$ cat src/rtl/core/triangle_scanline_span_macros.svh
// Assertion macros for the triangle scanline span block.
// Used by the top level only; expects clk_i and rst_ni in scope.
`ifndef TRIANGLE_SCANLINE_SPAN_MACROS_SVH
`define TRIANGLE_SCANLINE_SPAN_MACROS_SVH

// Same-cycle implication, checked outside reset
`define TSS_ASSERT_IMPLIES(name, pre, post, msg) \
  name: assert property (@(posedge clk_i) disable iff (!rst_ni) (pre) |-> (post)) \
    else $error(msg);

// Next-cycle implication, checked outside reset
`define TSS_ASSERT_NEXT(name, pre, post, msg) \
  name: assert property (@(posedge clk_i) disable iff (!rst_ni) (pre) |=> (post)) \
    else $error(msg);

`endif

$ cat src/rtl/core/tss_pkg.sv
// Package for the triangle scanline span block: widths, payload types,
// register codes and the edge setup function. No dependencies.
package tss_pkg;

  localparam int COORD_BITS   = 16;
  localparam int SCREEN_BITS  = 12;
  localparam int CFG_BITS     = 13;
  localparam int CFG_IDX_BITS = 2;
  localparam int EXT_BITS     = ((COORD_BITS > SCREEN_BITS) ? COORD_BITS : SCREEN_BITS) + 2;
  localparam int X_BITS       = COORD_BITS + 2;
  localparam int SETUP_LAT    = 2;
  localparam int DIV_LAT      = COORD_BITS + 2;

  localparam logic [CFG_BITS-1:0] WIDTH_RESET  = CFG_BITS'(640);
  localparam logic [CFG_BITS-1:0] HEIGHT_RESET = CFG_BITS'(480);

  typedef enum logic [CFG_IDX_BITS-1:0] {
    REG_IMAGE_WIDTH  = 2'd0,
    REG_IMAGE_HEIGHT = 2'd1
  } cfg_reg_e;

  typedef struct packed {
    logic signed [COORD_BITS-1:0] ax;
    logic signed [COORD_BITS-1:0] ay;
    logic signed [COORD_BITS-1:0] bx;
    logic signed [COORD_BITS-1:0] by;
    logic signed [COORD_BITS-1:0] cx;
    logic signed [COORD_BITS-1:0] cy;
    logic        [SCREEN_BITS-1:0] row;
  } in_item_t;

  typedef struct packed {
    logic                   span_valid;
    logic [SCREEN_BITS-1:0] span_start;
    logic [SCREEN_BITS-1:0] span_end;
  } out_item_t;

  typedef struct packed {
    logic signed [COORD_BITS-1:0] x;
    logic signed [COORD_BITS-1:0] y;
  } vtx_t;

  // One crossing: x0 + (a * b) / c as sign plus magnitudes
  typedef struct packed {
    logic                         neg;
    logic        [COORD_BITS-1:0] am;
    logic        [COORD_BITS-1:0] bm;
    logic        [COORD_BITS-1:0] cm;
    logic signed [COORD_BITS-1:0] x0;
  } edge_t;

  function automatic edge_t make_edge(vtx_t p0, vtx_t p1, logic signed [EXT_BITS-1:0] y);
    logic signed [EXT_BITS-1:0]   a;
    logic signed [EXT_BITS-1:0]   am_w;
    logic signed [COORD_BITS:0]   b;
    logic signed [COORD_BITS:0]   c;
    logic signed [COORD_BITS:0]   bm_w;
    logic signed [COORD_BITS:0]   cm_w;
    edge_t e;
    a    = y - EXT_BITS'(p0.y);
    b    = (COORD_BITS+1)'(p1.x) - (COORD_BITS+1)'(p0.x);
    c    = (COORD_BITS+1)'(p1.y) - (COORD_BITS+1)'(p0.y);
    am_w = a[EXT_BITS-1] ? -a : a;
    bm_w = b[COORD_BITS] ? -b : b;
    cm_w = c[COORD_BITS] ? -c : c;
    e.neg = a[EXT_BITS-1] ^ b[COORD_BITS] ^ c[COORD_BITS];
    e.am  = am_w[COORD_BITS-1:0];
    e.bm  = bm_w[COORD_BITS-1:0];
    e.cm  = cm_w[COORD_BITS-1:0];
    e.x0  = p0.x;
    return e;
  endfunction

endpackage

$ cat src/rtl/core/tss_div.sv
// Crossing unit: one multiply stage, one restoring divide stage per quotient
// bit, then sign and offset. Depends on tss_pkg.
module tss_div (
  input  logic                              clk_i,
  input  logic                              adv_i,
  input  tss_pkg::edge_t                    edge_i,
  output logic signed [tss_pkg::X_BITS-1:0] x_o
);

  localparam int CB = tss_pkg::COORD_BITS;
  localparam int XB = tss_pkg::X_BITS;

  logic [2*CB-1:0]       prod_q;
  logic [CB-1:0]         dvs0_q;
  logic                  neg0_q;
  logic signed [CB-1:0]  x00_q;

  // Multiply magnitudes
  always_ff @(posedge clk_i) begin
    if (adv_i) begin
      prod_q <= (2*CB)'(edge_i.am) * (2*CB)'(edge_i.bm);
      dvs0_q <= edge_i.cm;
      neg0_q <= edge_i.neg;
      x00_q  <= edge_i.x0;
    end
  end

  logic [CB-1:0]        rem_q [CB];
  logic [CB-1:0]        low_q [CB];
  logic [CB-1:0]        quo_q [CB];
  logic [CB-1:0]        dvs_q [CB];
  logic                 neg_q [CB];
  logic signed [CB-1:0] x0_q  [CB];

  // One quotient bit per stage
  for (genvar k = 0; k < CB; k++) begin : g_stage
    logic [CB-1:0]        rem_in, low_in, quo_in, dvs_in;
    logic                 neg_in;
    logic signed [CB-1:0] x0_in;
    logic [CB:0]          trial, diff;
    logic                 ge;

    if (k == 0) begin : g_first
      assign rem_in = prod_q[2*CB-1:CB];
      assign low_in = prod_q[CB-1:0];
      assign quo_in = '0;
      assign dvs_in = dvs0_q;
      assign neg_in = neg0_q;
      assign x0_in  = x00_q;
    end else begin : g_next
      assign rem_in = rem_q[k-1];
      assign low_in = low_q[k-1];
      assign quo_in = quo_q[k-1];
      assign dvs_in = dvs_q[k-1];
      assign neg_in = neg_q[k-1];
      assign x0_in  = x0_q[k-1];
    end

    assign trial = {rem_in, low_in[CB-1]};
    assign diff  = trial - {1'b0, dvs_in};
    assign ge    = (trial >= {1'b0, dvs_in});

    always_ff @(posedge clk_i) begin
      if (adv_i) begin
        rem_q[k] <= ge ? diff[CB-1:0] : trial[CB-1:0];
        low_q[k] <= {low_in[CB-2:0], 1'b0};
        quo_q[k] <= {quo_in[CB-2:0], ge};
        dvs_q[k] <= dvs_in;
        neg_q[k] <= neg_in;
        x0_q[k]  <= x0_in;
      end
    end
  end

  logic signed [XB-1:0] qx, sq;

  // Apply sign, flat edge gives zero, add upper x
  always_comb begin
    qx = $signed(XB'(quo_q[CB-1]));
    if (dvs_q[CB-1] == '0) begin
      sq = '0;
    end else begin
      sq = neg_q[CB-1] ? -qx : qx;
    end
  end

  always_ff @(posedge clk_i) begin
    if (adv_i) begin
      x_o <= XB'(x0_q[CB-1]) + sq;
    end
  end

endmodule

$ cat config.mk
export PLATFORM = sky130hd
export DESIGN_NAME = tss_div
export DESIGN_NICKNAME = d
export VERILOG_FILES = /design/src/rtl/core/triangle_scanline_span_macros.svh /design/src/rtl/core/tss_pkg.sv /design/src/rtl/core/tss_div.sv
export SDC_FILE = /design/constraint.sdc
export NUM_CORES = 2
export LEC_CHECK = 0
export BUFFER_PORTS_ARGS = -buffer_cell sky130_fd_sc_hd__clkbuf_2
export CAP_MARGIN = 5
export CELL_PAD_IN_SITES_DETAIL_PLACEMENT = 0
export CELL_PAD_IN_SITES_GLOBAL_PLACEMENT = 1
export CORE_MARGIN = 2
export CORE_UTILIZATION = 58
export DETAILED_ROUTE_END_ITERATION = 16
export GPL_ROUTABILITY_DRIVEN = 0
export PLACE_DENSITY_LB_ADDON = 0.1
export SLEW_MARGIN = 15
export SYNTH_ARGS = -nofsm -noshare
export SYNTH_HDL_FRONTEND = slang
export SYNTH_SLANG_ARGS = --single-unit
$ cat constraint.sdc
create_clock -name clk_i -period 12.6 [get_ports clk_i]
set_input_delay 3.15 -clock clk_i [delete_from_list [all_inputs] [get_ports clk_i]]
set_output_delay 3.15 -clock clk_i [all_outputs]
set_load 0.05 [all_outputs]
==> flow_summary.yaml <==
pwr:
  peakVddDrop_mv: 0.2685
  finalPower_mw: 16.67
  powerDensity_nw_per_um2: 260.2
  p_leak_nw: 25.98
finish:
  n_fill_cell: 7484
  diodes: 0
  syn2layout_area_growth_pct: 10.33
  post-route-cell-area_um2: 64040
  fin_nets: 5147
  final_layout_size_suffix_gt1_share_pct: 10.77
placement:
  post-dp-hpwl_um: 74270
  place_area_um2: 59970
  portBuffers: 84
clock_tree:
  root_buffer: "clkbuf_16"
  cts_tree: "built"
  clock_latency_ns: 0.72
  clockBufferDepth: 3
  cts_resized: 0
  cts_max_level: 3
  cts_setup_buffers: 0
  numClockSinks: 1107
  path_clk_slew_ns: 0.06
  holdBufCountCts: 0
  cts_made_buffers: 111
critical_path:
  slowest_stage: "fa_1"
  worstPathRequired_ns: 13.00
  cp-start-kind: "input port"
  critPathMaxFanout: 16
  cp_data_arrival_time_ns: 9.30
  cp_cell_sequence: "clkbuf_2 > and2_1 > fa_1 > inv_1 > fa_1 > inv_1 > fa_1 > inv_1 > fa_1 > inv_1 > fa_1 > inv_1 > fa_1 > inv_1 > ha_1 > nand2_1 > o21ai_0 > a21oi_1 > o221ai_1 > a211oi_1 > o21ai_0 > and4_1 > a211oi_1"
  r2r_slack_ns: 8.61
  reg2reg_depth: 13
  crit_type: "in2reg"
  slowest_delay_ns: 0.54
  end_kind: "flip-flop"
grt:
  antenna_found_initial: 0
  grt_start_max_net_pins: 205
  met3_usage_pct: 2.500
  grt_pass1_wl_um: 169600
  use_met1_pct: 24.04
  met2_usage_pct: 39.68
  grt_usage_pct: 20.77
  grt.busiest_layer: "met2"
  grt_pass1_vias: 32890
  grt_overflow: 0
logic_synthesis:
  synth.distinct_cells: 80
  ys_warn_count: 0
  syn_inst: 4345
  syn_area_per_cell_um2: 13.36
  synth.net_count: 5000
  synth-seq-cells: 1107
  synth-edff-count: 1107
  yosys-top-cells-area: "edfxtp_1 (57%), ha_1 (8.1%), fa_1 (7.2%)"
  yosysTopAreaCellShare_pct: 57.27
  postSynth.topFlopCell: "edfxtp_1"
  syn_area_um2: 58050
  async_reset_ff_share_pct: 0
  synth_seq_area_share_pct: 57.27
  synth.largest_area_cell: "edfxtp_1"
timing:
  final-max-slew-violation-count: 0
  final.period_utilization_pct: 70.59
  rsz0062_at_grt: "false"
  clock_skew_ns: 0.06625
  finalSetupViolations: 0
  maxSlewHeadroom_pct: 19.45
  setup_tns_ns: 0
  tightestPinTransition_ns: 1.208
  hold_viol: 0
  timing.fmax_mhz: 112.4
  fin_crit_ns: 8.895
die:
  io-pin-count: 85
  rows: 116
  die_y_um: 320.4
  initial_core_util_pct: 58.22
  fp.coreArea_um2: 99710
  fp.dieArea_um2: 102600
  dieWidth_um: 320.4
drt:
  vias: 32620
  vias_per_cell: 5.541
  finalWirelength_um: 105800
  drt_iter0_drc: 1847
  route.detailed.drc: 0
  antenna_left: 0
  wl_per_cell_um: 17.97
  firstDrtPassIters: 8
hold_path:
  hold_depth: 0
  hp-class: "reg2reg"
run:
  maxCapViolations: 0
status:
  status: "completed"
==> area by class of cell <==
cell class | instances | area, µm² | share of cell area [%]
Sequential cell | 1107 | 33240 | 51.91
Timing Repair Buffer | 101 | 595.6 | 0.9300
Multi-Input combinational cell | 2593 | 22350 | 34.90
Inverter | 578 | 2170 | 3.388
Clock buffer | 123 | 2823 | 4.408
Clock inverter | 86 | 1240 | 1.936
Tap cell | 1298 | 1624 | 2.536
==> routing by layer <==
metal  wire length, µm  vias up
met3              2951      190
li1                  -    15880
met4              3004        0
met5                 0        -
met1             41460    16040
met2             58360      506
==> placed cells by master, fill, tap and decap left out, types with 13 or more instances in the layout <==
master        n
a2111oi_0    14
a211oi_1     14
a21boi_0     18
a21o_1       70
a21oi_1     164
a311oi_1     14
a31oi_1      20
and2_1      129
and3_1       18
buf_4        14
bufinv_16    25
clkbuf_16   111
clkbuf_2     83
clkinv_1     21
clkinv_2     18
edfxtp_1   1107
fa_1        210
ha_1        378
inv_1       578
mux2_2      164
mux2_4       14
mux2i_1      39
nand2_1     260
nand2b_1     27
nand3_1      49
nand4_1      28
nor2_1      184
nor2b_1      58
nor3_1       65
o211ai_1     22
o21a_1       40
o21ai_0     137
o21bai_1     30
or2_2        13
or3_1        18
xnor2_1     138
xor2_1       77
==> synth_stat cells (30+ instances only) <==
cell type	count
edfxtp_1	1107
inv_1	578
ha_1	378
nand2_1	260
fa_1	210
nor2_1	184
a21oi_1	164
mux2_2	164
o21ai_0	138
xnor2_1	138
and2_1	129
xor2_1	77
a21o_1	70
nor3_1	65
nor2b_1	58
nand3_1	49
clkbuf_1	48
o21a_1	40
mux2i_1	39
o21bai_1	30
==> path summary, 6_finish.rpt <==
path           startpoint      endpoint
max            edge_i[53]    prod_q[29]
min reg2reg  quo_q[0][34]  quo_q[0][51]
max reg2reg  dvs_q[7][26]       x_o[17]
min          quo_q[0][34]  quo_q[0][51]
==> per-stage QoR <==
step                utilization [%]  setup WS (ns)  hold slack [ns]  instances
CTS                           64.22          3.764           0.3443       5886
detailed placement            60.15          3.061           0.4045       5677
floorplan                         -          3.864           0.4003       4345
global placement              60.15          3.167           0.4002       5677
finish                        64.23          3.705           0.3565       5886
global route                  64.23          3.393           0.3522       5886
==> logic make-up (layout without fill, tap and decap cells) <==
family / after synthesis / after routing / synth area share, %
multiplexers: 218 / 218 / 4.236
flip-flops: 1107 / 1107 / 57.27
AO/OA/AOI/OAI: 671 / 671 / 7.855
buffers and inverters: 645 / 888 / 4.253
adder cells (fa/ha/maj): 588 / 588 / 15.39
XOR/XNOR: 215 / 215 / 3.244
AND/OR/NAND/NOR: 901 / 901 / 7.756
==> worst max-delay path: cells and delay by family <==
family / cells / cell delay, ns
and+or+nand+nor: 3 / 0.63
adders and majority gates: 7 / 3.48
AOI/OAI and AO/OA: 6 / 1.46
buffers and inverters: 7 / 0.59
==> where the power goes <==
part | total, mW | switching (mW) | internal, mW
registers | 5.59 | 0.346 | 5.24
logic | 7.50 | 4.09 | 3.41
clock network | 3.58 | 1.43 | 2.15
==> state kept, by name, indices dropped and copies added (netlist names) <==
signal	count
dvs0_q	16
dvs_q	256
g_stage.neg_in	1
g_stage.x0_in	16
low_q	120
neg_q	16
prod_q	32
quo_q	136
rem_q	240
x0_q	256
x_o	18
Power figures use the tool's default switching activity.
