<file path="config.mk">
export PLATFORM = sky130hd
export DESIGN_NAME = tss_span
export DESIGN_NICKNAME = d
export VERILOG_FILES = /design/src/rtl/core/triangle_scanline_span_macros.svh /design/src/rtl/core/tss_pkg.sv /design/src/rtl/core/tss_span.sv
export SDC_FILE = /design/constraint.sdc
export NUM_CORES = 1
export LEC_CHECK = 0
export ABC_AREA = 0
export BUFFER_PORTS_ARGS = -buffer_cell sky130_fd_sc_hd__buf_2
export CAP_MARGIN = 10
export CORE_MARGIN = 8
export CORE_UTILIZATION = 58
export DETAILED_ROUTE_END_ITERATION = 8
export PLACE_DENSITY_LB_ADDON = 0.12
export SYNTH_ARGS = -nofsm -noshare
export SYNTH_HDL_FRONTEND = slang
export SYNTH_SLANG_ARGS = --single-unit
export TNS_END_PERCENT = 1
</file>
<file path="constraint.sdc">
create_clock -name clk_i -period 1.3 [get_ports clk_i]
set_input_delay 0.195 -clock clk_i [delete_from_list [all_inputs] [get_ports clk_i]]
set_output_delay 0.195 -clock clk_i [all_outputs]
set_load 0.05 [all_outputs]
</file>
<file path="src/rtl/core/triangle_scanline_span_macros.svh">
// Assertion macros for the triangle scanline span block.
// Used by the top level only; expects clk_i and rst_ni in scope.
`ifndef TRIANGLE_SCANLINE_SPAN_MACROS_SVH
`define TRIANGLE_SCANLINE_SPAN_MACROS_SVH

// Same-cycle implication, checked outside reset
`define TSS_ASSERT_IMPLIES(name, pre, post, msg) \
  name: assert property (@(posedge clk_i) disable iff (!rst_ni) (pre) |-> (post)) \
    else $error(msg);

// Next-cycle implication, checked outside reset
`define TSS_ASSERT_NEXT(name, pre, post, msg) \
  name: assert property (@(posedge clk_i) disable iff (!rst_ni) (pre) |=> (post)) \
    else $error(msg);

`endif

</file>
<file path="src/rtl/core/tss_pkg.sv">
// Package for the triangle scanline span block: widths, payload types,
// register codes and the edge setup function. No dependencies.
package tss_pkg;

  localparam int COORD_BITS   = 16;
  localparam int SCREEN_BITS  = 12;
  localparam int CFG_BITS     = 13;
  localparam int CFG_IDX_BITS = 2;
  localparam int EXT_BITS     = ((COORD_BITS > SCREEN_BITS) ? COORD_BITS : SCREEN_BITS) + 2;
  localparam int X_BITS       = COORD_BITS + 2;
  localparam int SETUP_LAT    = 2;
  localparam int DIV_LAT      = COORD_BITS + 2;

  localparam logic [CFG_BITS-1:0] WIDTH_RESET  = CFG_BITS'(640);
  localparam logic [CFG_BITS-1:0] HEIGHT_RESET = CFG_BITS'(480);

  typedef enum logic [CFG_IDX_BITS-1:0] {
    REG_IMAGE_WIDTH  = 2'd0,
    REG_IMAGE_HEIGHT = 2'd1
  } cfg_reg_e;

  typedef struct packed {
    logic signed [COORD_BITS-1:0] ax;
    logic signed [COORD_BITS-1:0] ay;
    logic signed [COORD_BITS-1:0] bx;
    logic signed [COORD_BITS-1:0] by;
    logic signed [COORD_BITS-1:0] cx;
    logic signed [COORD_BITS-1:0] cy;
    logic        [SCREEN_BITS-1:0] row;
  } in_item_t;

  typedef struct packed {
    logic                   span_valid;
    logic [SCREEN_BITS-1:0] span_start;
    logic [SCREEN_BITS-1:0] span_end;
  } out_item_t;

  typedef struct packed {
    logic signed [COORD_BITS-1:0] x;
    logic signed [COORD_BITS-1:0] y;
  } vtx_t;

  // One crossing: x0 + (a * b) / c as sign plus magnitudes
  typedef struct packed {
    logic                         neg;
    logic        [COORD_BITS-1:0] am;
    logic        [COORD_BITS-1:0] bm;
    logic        [COORD_BITS-1:0] cm;
    logic signed [COORD_BITS-1:0] x0;
  } edge_t;

  function automatic edge_t make_edge(vtx_t p0, vtx_t p1, logic signed [EXT_BITS-1:0] y);
    logic signed [EXT_BITS-1:0]   a;
    logic signed [EXT_BITS-1:0]   am_w;
    logic signed [COORD_BITS:0]   b;
    logic signed [COORD_BITS:0]   c;
    logic signed [COORD_BITS:0]   bm_w;
    logic signed [COORD_BITS:0]   cm_w;
    edge_t e;
    a    = y - EXT_BITS'(p0.y);
    b    = (COORD_BITS+1)'(p1.x) - (COORD_BITS+1)'(p0.x);
    c    = (COORD_BITS+1)'(p1.y) - (COORD_BITS+1)'(p0.y);
    am_w = a[EXT_BITS-1] ? -a : a;
    bm_w = b[COORD_BITS] ? -b : b;
    cm_w = c[COORD_BITS] ? -c : c;
    e.neg = a[EXT_BITS-1] ^ b[COORD_BITS] ^ c[COORD_BITS];
    e.am  = am_w[COORD_BITS-1:0];
    e.bm  = bm_w[COORD_BITS-1:0];
    e.cm  = cm_w[COORD_BITS-1:0];
    e.x0  = p0.x;
    return e;
  endfunction

endpackage

</file>
<file path="src/rtl/core/tss_span.sv">
// Output stage: order the crossings, clip to the image and register the
// result transaction. Depends on tss_pkg.
module tss_span (
  input  logic                              clk_i,
  input  logic                              rst_ni,
  input  logic                              adv_i,
  input  logic                              vld_i,
  input  logic                              row_ok_i,
  input  logic signed [tss_pkg::X_BITS-1:0] xs_i,
  input  logic signed [tss_pkg::X_BITS-1:0] xe_i,
  input  logic [tss_pkg::CFG_BITS-1:0]      width_i,
  output logic                              vld_o,
  output tss_pkg::out_item_t                item_o
);

  localparam int SB  = tss_pkg::SCREEN_BITS;
  localparam int XB  = tss_pkg::X_BITS;
  localparam int LW  = (tss_pkg::CFG_BITS > SB + 1) ? tss_pkg::CFG_BITS : SB + 1;
  localparam int CW  = ((XB > LW) ? XB : LW) + 1;
  localparam int LIM = 1 << SB;

  logic [LW-1:0]        weff;
  logic signed [CW-1:0] lo, hi, wc, st, en;
  logic                 ok;
  tss_pkg::out_item_t   item_d;

  always_comb begin
    // Clamp width to the screen range
    weff = (LW'(width_i) > LW'(LIM)) ? LW'(LIM) : LW'(width_i);
    wc   = $signed(CW'(weff));
    lo   = (xs_i > xe_i) ? CW'(xe_i) : CW'(xs_i);
    hi   = (xs_i > xe_i) ? CW'(xs_i) : CW'(xe_i);
    ok   = row_ok_i && (hi >= 0) && (lo < wc);
    st   = (lo < 0) ? '0 : lo;
    en   = (hi > wc - 1) ? wc - 1 : hi;
    item_d = '0;
    if (ok) begin
      item_d.span_valid = 1'b1;
      item_d.span_start = st[SB-1:0];
      item_d.span_end   = en[SB-1:0];
    end
  end

  always_ff @(posedge clk_i or negedge rst_ni) begin
    if (!rst_ni) begin
      vld_o <= 1'b0;
    end else if (adv_i) begin
      vld_o <= vld_i;
    end
  end

  always_ff @(posedge clk_i) begin
    if (adv_i) begin
      item_o <= item_d;
    end
  end

endmodule

</file>
==> impl_metrics.toml, run 1 <==
[setup_path]
critical_path.slowest_cell = "sky130_fd_sc_hd__mux2_2"
cell_by_cell_trace_of_the_critical_path = "buf_2 -> inv_1 -> ha_4 -> nand4_1 -> a211oi_2 -> o21ai_1 -> a31o_2 -> nor2_4 -> buf_12 -> buf_4 -> mux2_2 -> ha_4 -> nand4_1 -> a211oi_2 -> o21ai_1 -> nor2_1 -> nor4_1 -> a31oi_1 -> a2bb2oi_2 -> buf_6 -> nor2_1"
cp_max_fo = 19
setup.worst_path.class = "in2reg"
cp-end-kind = "flop"
worst-endpoint-arrival_ps = 3970
cp_data_required_time_ps = 1320
critPathLaunchType = "input pin"
timing.critical_path.slowest_cell_delay_ps = 370

[sta]
worst_tran_pin_value_ps = 537
clock-skew-final_ps = 0
worst_slew_margin_relative_to_its_limit_pct = 64.1
final-hold-violation-count = 0
final_min_period_over_clock_period_pct = 304
layout_setup_ws_ps = -2650
drv_slew = 0
final_period_minus_worst_setup_slack_ps = 3950
max_freq_mhz = 253
final-setup-viol-count = 25
unrepaired_setup_endpoints_after_global_routing = "yes"

[yosys]
post_synth_xor_xnor_area_pct = 2.61
synth_top_family_by_area = "simple AND/OR/NAND/NOR gates"
synth_top_area_share_pct = 24.9
synthCells = 366
synth-compound-area-share_pct = 18.9
synthMostInstantiatedCell = "sky130_fd_sc_hd__ha_1"
adder_cell_fraction_of_synth_area_pct = 19.9
synth-warning-count = 0
postSynthRegisterBits = 26
synth_area_um2 = 3020
muxShareOfSynthArea_pct = 5.47
postSynthNetCount = 468
seq_area_frac_synth_pct = 25.7
synth_cell_types = 52
synth_enable_flop_cells = 25
synth_simple_gate_area_share_pct = 22.0
post_synth_most_frequent_cells = "sky130_fd_sc_hd__ha_1, sky130_fd_sc_hd__nand2_1, sky130_fd_sc_hd__nor2_1, sky130_fd_sc_hd__o21ai_0"
async_s_r_ff_share_synth_pct = 3.85
synth_area_per_cell_um2 = 8.25
yosysTopAreaCell = "sky130_fd_sc_hd__edfxtp_1"
synth_top_cells_by_area = "sky130_fd_sc_hd__edfxtp_1, sky130_fd_sc_hd__ha_1, sky130_fd_sc_hd__nand2_1, sky130_fd_sc_hd__nor2_1, sky130_fd_sc_hd__o21ai_0"
yosys_most_used_dff = "sky130_fd_sc_hd__edfxtp_1"

[floorplan]
placementRows = 26
start_util_pct = 59.5
die-area_um2 = 7770
core_area_um2 = 5070
die_y_um = 88.2
boundaryPins = 80
die_w_um = 88.2

[routing]
route.met2.wl_um = 5050
drc = 0
routed.top_layer = "met4"
wl_per_cell_um = 17.2
wl_met3_um = 807
routedLengthMet1_um = 3960
via_count = 3574
drt_first_pass_iters = 5
drt-total-wl_um = 10300
dr.first_iter.drc_count = 273
viasPerCell = 5.96
drtAntennaViolNets = 0

[clock_network]
cts_buffer_depth = 2
cts_made_buffers = 3
clkSlewWorstSetupHoldPaths_ps = 100
htree_num_levels = 1
cts_tree = "yes"
clkLatencyLatePin_ps = 280
cts_root_buf = "sky130_fd_sc_hd__clkbuf_8"
clock-sinks = 26

[finish]
antenna_cells_inserted = 0
final_design_area_excluding_fillers_um2 = 4390
area.growth.synth_to_final_pct = 45.2
finalNetCount = 633
final_layout_size_suffix_gt1_share_pct = 40.0
layout.cells.non_filler = 600
layout.core_utilization_pct = 86.4

[placement]
dpl_cell_area_um2 = 4170
gp_congestion = 0.929
placed_cells = 594
port_buffers = 79
place_worst_setup_slack_ps = -3040
post-dp-hpwl_um = 8270

[power]
ir_drop_mv = 0.631
total_leakage_power_uw = 0.00211
pwr_density_cell_nw_per_um2 = 909
power_uw = 3990

[hold_path]
hp-class = "in2reg"

[global_route]
grt_first_pass_wirelength_um = 16100
grt_antenna_before_repair = 0
first_global_vias = 3621
grt_overflow = 0
grt_start_max_net_pins = 26
groute.usage.overall_pct = 26.5

[outcome]
violations_in_the_final_reports = "negative setup slack"
run_status = "complete, but fails checks"

[job]
drv.max_cap_violation_count = 0
-- cell families after synthesis --
logic type | after synthesis
and+or+nand+nor | 141
AOI/OAI and AO/OA | 87
adders and majority gates | 48
buffers and inverters | 40
DFF | 26
muxes | 15
xor gates and xnor gates | 9
-- routing by layer --
metal  GRT usage, %  up-vias
met1           29.5     1640
li1               -     1675
met2           47.0      213
met5              0        -
met3           3.28       46
met4           15.8        0
-- cell type report --
| type | instances | area, um^2 |
|---|---|---|
| multi-input cells | 300 | 2180 |
| repair buffers | 175 | 1180 |
| flip-flops and latches | 26 | 776 |
| fillers | 293 | 688 |
| inverters | 25 | 93.8 |
| well taps | 70 | 87.6 |
| clock buffers | 3 | 41.3 |
| clock inverters | 1 | 30.0 |
-- path summary, 6_finish.rpt --
path | depth (start not counted) | to | from | slack [ps]
max reg2reg | 1 | vld_o | vld_o | 560
min | 2 | vld_o | vld_i | 140
max in group asynchronous | 2 | vld_o | rst_ni | 1020
min reg2reg | 1 | vld_o | vld_o | 510
max | 21 | item_o[12] | xe_i[5] | -2650
min in group asynchronous | 2 | vld_o | rst_ni | 200
-- report_power, final --
part / internal [uW] / switching [uW]
Combinational: 970 / 1300
Clock: 412 / 260
Sequential: 1020 / 17.7
-- layout by cell type, fill, tap and decap left out, types with 14 or more instances in the layout --
| cell | instances |
|---|---|
| sky130_fd_sc_hd__edfxtp_1 | 25 |
| sky130_fd_sc_hd__buf_2 | 79 |
| sky130_fd_sc_hd__a21oi_1 | 14 |
| sky130_fd_sc_hd__inv_1 | 25 |
| sky130_fd_sc_hd__nor2_1 | 44 |
| sky130_fd_sc_hd__nand2_1 | 44 |
| sky130_fd_sc_hd__nand3_1 | 15 |
| sky130_fd_sc_hd__o21ai_0 | 24 |
| sky130_fd_sc_hd__ha_1 | 46 |
| sky130_fd_sc_hd__buf_4 | 90 |
-- timing repair --
item                                    in CTS  in global routing
gates resized for setup                     28                  2
endpoints found under the setup margin      25                 25
setup buffers                                0                  0
endpoints found under the hold margin        1                  0
gates cloned                                 1                  0
pin swaps                                    3                  0
hold buffers                                 1                  0
-- critical path: cells and delay by family --
family          cells  cell delay [ps]
simple gates        6              730
compound gates      7             1400
buf+inv             5              680
fa+ha+maj           2              570
mux                 1              370
-- state kept, by name, summed over array words and instances, names as in the netlist --
name,flops
vld_o,1
item_o,25
-- metrics by stage --
stage | TNS, ps | hold WS, ps
floorplan | -62690 | -101
finish | -65560 | 136
detailed placement | -72860 | -28.9
CTS | -62550 | 146
global route | -69310 | 151
global placement | -69070 | -30.7
(Power assumes the default switching activity.)
==> inputs of run 2 (changes only) <==
==> constraint.sdc (replaced) <==
create_clock -name clk_i -period 5.1 [get_ports clk_i]
set_input_delay 0.765 -clock clk_i [delete_from_list [all_inputs] [get_ports clk_i]]
set_output_delay 0.765 -clock clk_i [all_outputs]
set_load 0.05 [all_outputs]
==> impl_metrics.toml, run 2 (synthesis results as in run 1) <==
[sta]
clock-skew-final_ps = 0
layout_setup_ws_ps = 305
max_freq_mhz = 209
worst_tran_pin_value_ps = 797
worst_slew_margin_relative_to_its_limit_pct = 45.4
final_min_period_over_clock_period_pct = 94.0
final-hold-violation-count = 0
final_period_minus_worst_setup_slack_ps = 4800
sum_neg_setup_slack_ps = 0
drv_slew = 0
unrepaired_setup_endpoints_after_global_routing = "no"
final-setup-viol-count = 0

[routing]
route.met2.wl_um = 4010
via_count = 2987
viasPerCell = 5.86
routedLengthMet1_um = 3470
drt-total-wl_um = 8230
drtAntennaViolNets = 0
routed.top_layer = "met4"
drt_first_pass_iters = 5
wl_met3_um = 548
wl_per_cell_um = 16.1
dr.first_iter.drc_count = 227
drc = 0

[floorplan]
start_util_pct = 59.5
die-area_um2 = 7770
die_w_um = 88.2
die_y_um = 88.2
placementRows = 26
core_area_um2 = 5070
boundaryPins = 80

[finish]
area.growth.synth_to_final_pct = 18.3
max_flop_register = "item_o"
layout_commonest_cell = "sky130_fd_sc_hd__buf_2"
largest_register_ff_count = 25
final_design_area_excluding_fillers_um2 = 3570
layout.core_utilization_pct = 70.4
fill_cells = 418
multi_input_comb_area_um2 = 2090
layout.cells.non_filler = 510
seqCellArea_um2 = 776
final_cell_mix = "sky130_fd_sc_hd__buf_2, sky130_fd_sc_hd__ha_1, sky130_fd_sc_hd__nand2_1, sky130_fd_sc_hd__nor2_1, sky130_fd_sc_hd__o21ai_0"
antenna_cells_inserted = 0
biggestRegsByFlops = "item_o (25), vld_o (1)"
finalNetCount = 543
final_layout_size_suffix_gt1_share_pct = 25.0

[clock_network]
clock-sinks = 26
clkSlewWorstSetupHoldPaths_ps = 100
cts_made_buffers = 3
cts.repair_timing.setup_buffer_count = 0
clkLatencyLatePin_ps = 280
cts_tree = "yes"
htree_num_levels = 1
cts_root_buf = "sky130_fd_sc_hd__clkbuf_8"
cts_buffer_depth = 2

[setup_path]
setup.worst_path.class = "in2reg"
r2r_setup_slack_ps = 4360
critPathLaunchType = "input pin"
cp_max_fo = 25
cp_data_required_time_ps = 5160
cp-end-kind = "flop"
worst-endpoint-arrival_ps = 4860

[power]
total_leakage_power_uw = 0.00164
pwr_density_cell_nw_per_um2 = 246
ir_drop_mv = 0.125

[placement]
post-dp-hpwl_um = 6880
port_buffers = 79
dpl_cell_area_um2 = 3500
placed_cells = 506
place_worst_setup_slack_ps = 3.46
gp_congestion = 0.965

[global_route]
grt_start_max_net_pins = 27
first_global_vias = 2946
grt_antenna_before_repair = 0
grt_first_pass_wirelength_um = 13200
groute.usage.overall_pct = 21.5
grt_overflow = 0

[hold_path]
hp-class = "in2async"

[outcome]
run_status = "finished clean"

[job]
drv.max_cap_violation_count = 0
==> run 2: cell count changes in the layout (fill, tap and decap cells not counted), moves of 4 or more <==
cell and delta:
sky130_fd_sc_hd__o21ai_1 -4, sky130_fd_sc_hd__a2111oi_0 +7, sky130_fd_sc_hd__buf_4 -86, sky130_fd_sc_hd__o21ai_0 +4
sky130_fd_sc_hd__a2111oi_2 -5
==> run 2: final timing paths <==
path,start,endpoint,cells after the start
setup reg to reg,vld_o,vld_o,1
hold / removal,rst_ni,vld_o,1
setup / recovery,xe_i[17],item_o[10],20
hold reg to reg,vld_o,vld_o,1
min in group clk_i,vld_o,vld_o,1
max in group asynchronous,rst_ni,vld_o,1
==> run 2: area by class of cell <==
cell class | instances | area share (%)
multi-input cells | 300 | 58.4
flip-flops and latches | 26 | 21.7
repair buffers | 85 | 12.8
inverters | 25 | 2.63
well taps | 70 | 2.45
clock buffers | 3 | 1.16
clock inverters | 1 | 0.840
==> run 2: metal layers <==
layer  global-route usage [%]  vias to the layer above
met2                     38.2                      118
met3                     2.53                       14
li1                         -                     1489
met4                     7.37                        0
met1                     25.9                     1366
met5                        0                        -
==> run 2: metrics by stage <==
stage / hold WS, ps / power [uW]
floorplan: 469 / 580
detailed placement: 492 / 702
CTS: 241 / 869
global route: 228 / 929
global placement: 484 / 691
finish: 235 / 877
==> run 2: report_power, final <==
part	leakage, uW	internal [uW]	switching, uW
clock	0.0000357	105	66.4
combinational	0.00136	155	287
sequential	0.000250	260	4.03
==> run 2: critical path: stages <==
cell                        delay [ps]
sky130_fd_sc_hd__buf_2             150
sky130_fd_sc_hd__inv_1             100
sky130_fd_sc_hd__ha_1              340
sky130_fd_sc_hd__nand4_1           170
sky130_fd_sc_hd__nor3_2            230
sky130_fd_sc_hd__a21oi_1           120
sky130_fd_sc_hd__a31o_2            300
sky130_fd_sc_hd__nor2_4            170
sky130_fd_sc_hd__buf_12            190
sky130_fd_sc_hd__mux2_2            370
sky130_fd_sc_hd__ha_1              320
sky130_fd_sc_hd__a21o_1            180
sky130_fd_sc_hd__a21o_1            210
sky130_fd_sc_hd__nand2_1            70
sky130_fd_sc_hd__nor3_1             40
sky130_fd_sc_hd__and4bb_2          300
sky130_fd_sc_hd__a211oi_2           40
sky130_fd_sc_hd__a2bb2oi_2         170
sky130_fd_sc_hd__buf_4             210
sky130_fd_sc_hd__a2111oi_1         390
==> run 2: what timing repair did <==
item,CTS,global route
setup endpoints to repair,0,10
hold buffers,0,0
gates resized for setup,0,5
==> inputs of run 3 (changes only) <==
==> constraint.sdc (replaced) <==
create_clock -name clk_i -period 5.1 [get_ports clk_i]
set_input_delay 0.51 -clock clk_i [delete_from_list [all_inputs] [get_ports clk_i]]
set_output_delay 0.51 -clock clk_i [all_outputs]
set_load 0.05 [all_outputs]
==> impl_metrics.toml, run 3 (synthesis results as in run 1) <==
[power]
switching_share_pct = 40.5
clkPwrFrac_pct = 19.4
total_leakage_power_uw = 0.00164
pwr_density_cell_nw_per_um2 = 243
ir_drop_mv = 0.185
share_comb_of_total_power_pct = 50.0
power.switching_uw = 351
relative_contribution_of_sequential_cells_to_total_power_pct = 30.6
power_report.internal_total_uw = 516

[routing]
drtAntennaViolNets = 0
dr.first_iter.drc_count = 143
drt_first_pass_iters = 5
drc = 0
wl_per_cell_um = 15.8
viasPerCell = 5.96
via_count = 3045
drt-total-wl_um = 8100

[clock_network]
cts.repair_timing.setup_buffer_count = 0
holdBufCountCts = 1
cts_root_buf = "sky130_fd_sc_hd__clkbuf_8"
cts_buffer_depth = 2
clkSlewWorstSetupHoldPaths_ps = 100
cts_tree = "yes"
cts_made_buffers = 3
htree_num_levels = 1
clkLatencyLatePin_ps = 270
cts-resized-gates = 0
clock-sinks = 26

[floorplan]
die_w_um = 88.2
placementRows = 26
core_area_um2 = 5070
die_y_um = 88.2
die-area_um2 = 7770
start_util_pct = 59.5
boundaryPins = 80

[setup_path]
critical_path.slowest_cell = "sky130_fd_sc_hd__a2111oi_0"
critPathLaunchType = "input pin"
setup.worst_path.class = "in2reg"
timing.critical_path.max_delay_family = "compound AO/OA/AOI/OAI gates"
cp_data_required_time_ps = 5140
cp-end-kind = "flop"
critical_path.n_buffers_inverters = 4
cp_max_fo = 25
worst-endpoint-arrival_ps = 4630
timing.critical_path.slowest_cell_delay_ps = 420
cell_by_cell_trace_of_the_critical_path = "buf_2 -> inv_1 -> ha_1 -> nand4_1 -> nor3_2 -> a21oi_1 -> a31o_2 -> nor2_4 -> buf_4 -> mux2_2 -> ha_1 -> a21o_1 -> a21o_1 -> nand2_1 -> nor3_1 -> and4bb_2 -> a211oi_2 -> a2bb2oi_2 -> buf_4 -> a2111oi_0"

[finish]
biggestRegsByFlops = "item_o (25), vld_o (1)"
layout_commonest_cell = "sky130_fd_sc_hd__buf_2"
area.growth.synth_to_final_pct = 18.0
fill_cells = 437
max_flop_register = "item_o"
layout.cells.non_filler = 511
final_layout_size_suffix_gt1_share_pct = 24.9
finalNetCount = 544
antenna_cells_inserted = 0
final_cell_mix = "sky130_fd_sc_hd__buf_2, sky130_fd_sc_hd__ha_1, sky130_fd_sc_hd__nand2_1, sky130_fd_sc_hd__nor2_1, sky130_fd_sc_hd__o21ai_0"
largest_register_ff_count = 25

[placement]
place_worst_setup_slack_ps = 226
post-dp-hpwl_um = 6850
placed_cells = 506
port_buffers = 79
gp_congestion = 1.01

[global_route]
groute.usage.overall_pct = 20.7
grt_overflow = 0
grt_antenna_before_repair = 0
first_global_vias = 2841
grt_start_max_net_pins = 27
grt_first_pass_wirelength_um = 12700

[sta]
final_period_minus_worst_setup_slack_ps = 4590
worst_tran_pin_value_ps = 754
final-setup-viol-count = 0
final-hold-violation-count = 0
drv_slew = 0
max_freq_mhz = 218
clock-skew-final_ps = 0
final_min_period_over_clock_period_pct = 90.1
layout_setup_ws_ps = 507
sum_neg_setup_slack_ps = 0
unrepaired_setup_endpoints_after_global_routing = "no"
worst_slew_margin_relative_to_its_limit_pct = 48.3

[job]
drv.max_cap_violation_count = 0

[hold_path]
hp-class = "in2reg"

[outcome]
run_status = "finished clean"
[run 3: cell count changes in the layout (fill, tap and decap cells not counted)]
cell	delta
sky130_fd_sc_hd__buf_12	-1
sky130_fd_sc_hd__o21ai_1	-2
sky130_fd_sc_hd__buf_6	-1
sky130_fd_sc_hd__a2111oi_0	+2
sky130_fd_sc_hd__a2111oi_1	-2
sky130_fd_sc_hd__dlygate4sd3_1	+1
sky130_fd_sc_hd__o21ai_0	+2
sky130_fd_sc_hd__buf_4	+2
[run 3: cell type report]
type / instances / area (um^2) / area share [%]
Clock inverter: 1 / 30.0 / 0.842
Multi-Input combinational cell: 300 / 2090 / 58.5
Clock buffer: 3 / 41.3 / 1.16
Sequential cell: 26 / 776 / 21.8
Timing Repair Buffer: 86 / 450 / 12.6
Inverter: 25 / 93.8 / 2.63
Tap cell: 70 / 87.6 / 2.46
[run 3: worst paths after layout]
kind / startpoint / endpoint / slack (ps) / depth (start not counted)
min in group asynchronous: rst_ni / vld_o / 520 / 2
worst max register to register: vld_o / vld_o / 4360 / 1
worst min-delay path: vld_i / vld_o / 460 / 2
worst min register to register: vld_o / vld_o / 510 / 1
max in group asynchronous: rst_ni / vld_o / 4500 / 2
worst max-delay path: xe_i[17] / item_o[5] / 510 / 20
[run 3: power by group through the flow]
stage | clock network [uW] | registers (uW) | logic (uW)
2_1_floorplan | 0 | 349 | 231
6_report | 168 | 265 | 434
5_1_grt | 176 | 268 | 473
3_3_place_gp | 0 | 269 | 419
3_5_place_dp | 0 | 270 | 427
4_1_cts | 169 | 265 | 432
[run 3: per-layer routing]
layer  vias to the layer above  track usage (%)  wire length [um]
met5                         -                0                 0
li1                       1496                -                 -
met2                       131             35.9              3930
met4                         0             7.99               240
met1                      1396             25.2              3370
met3                        22             2.35               551
[run 3: metrics by stage]
stage	total power, uW	area, um^2	utilization, %	hold WS (ps)
after floorplan	580	3020	-	214
after global placement	688	3480	68.6	284
after detailed placement	697	3480	68.6	286
after CTS	866	3560	70.2	459
after global routing	917	3560	70.2	462
final	867	3560	70.2	458
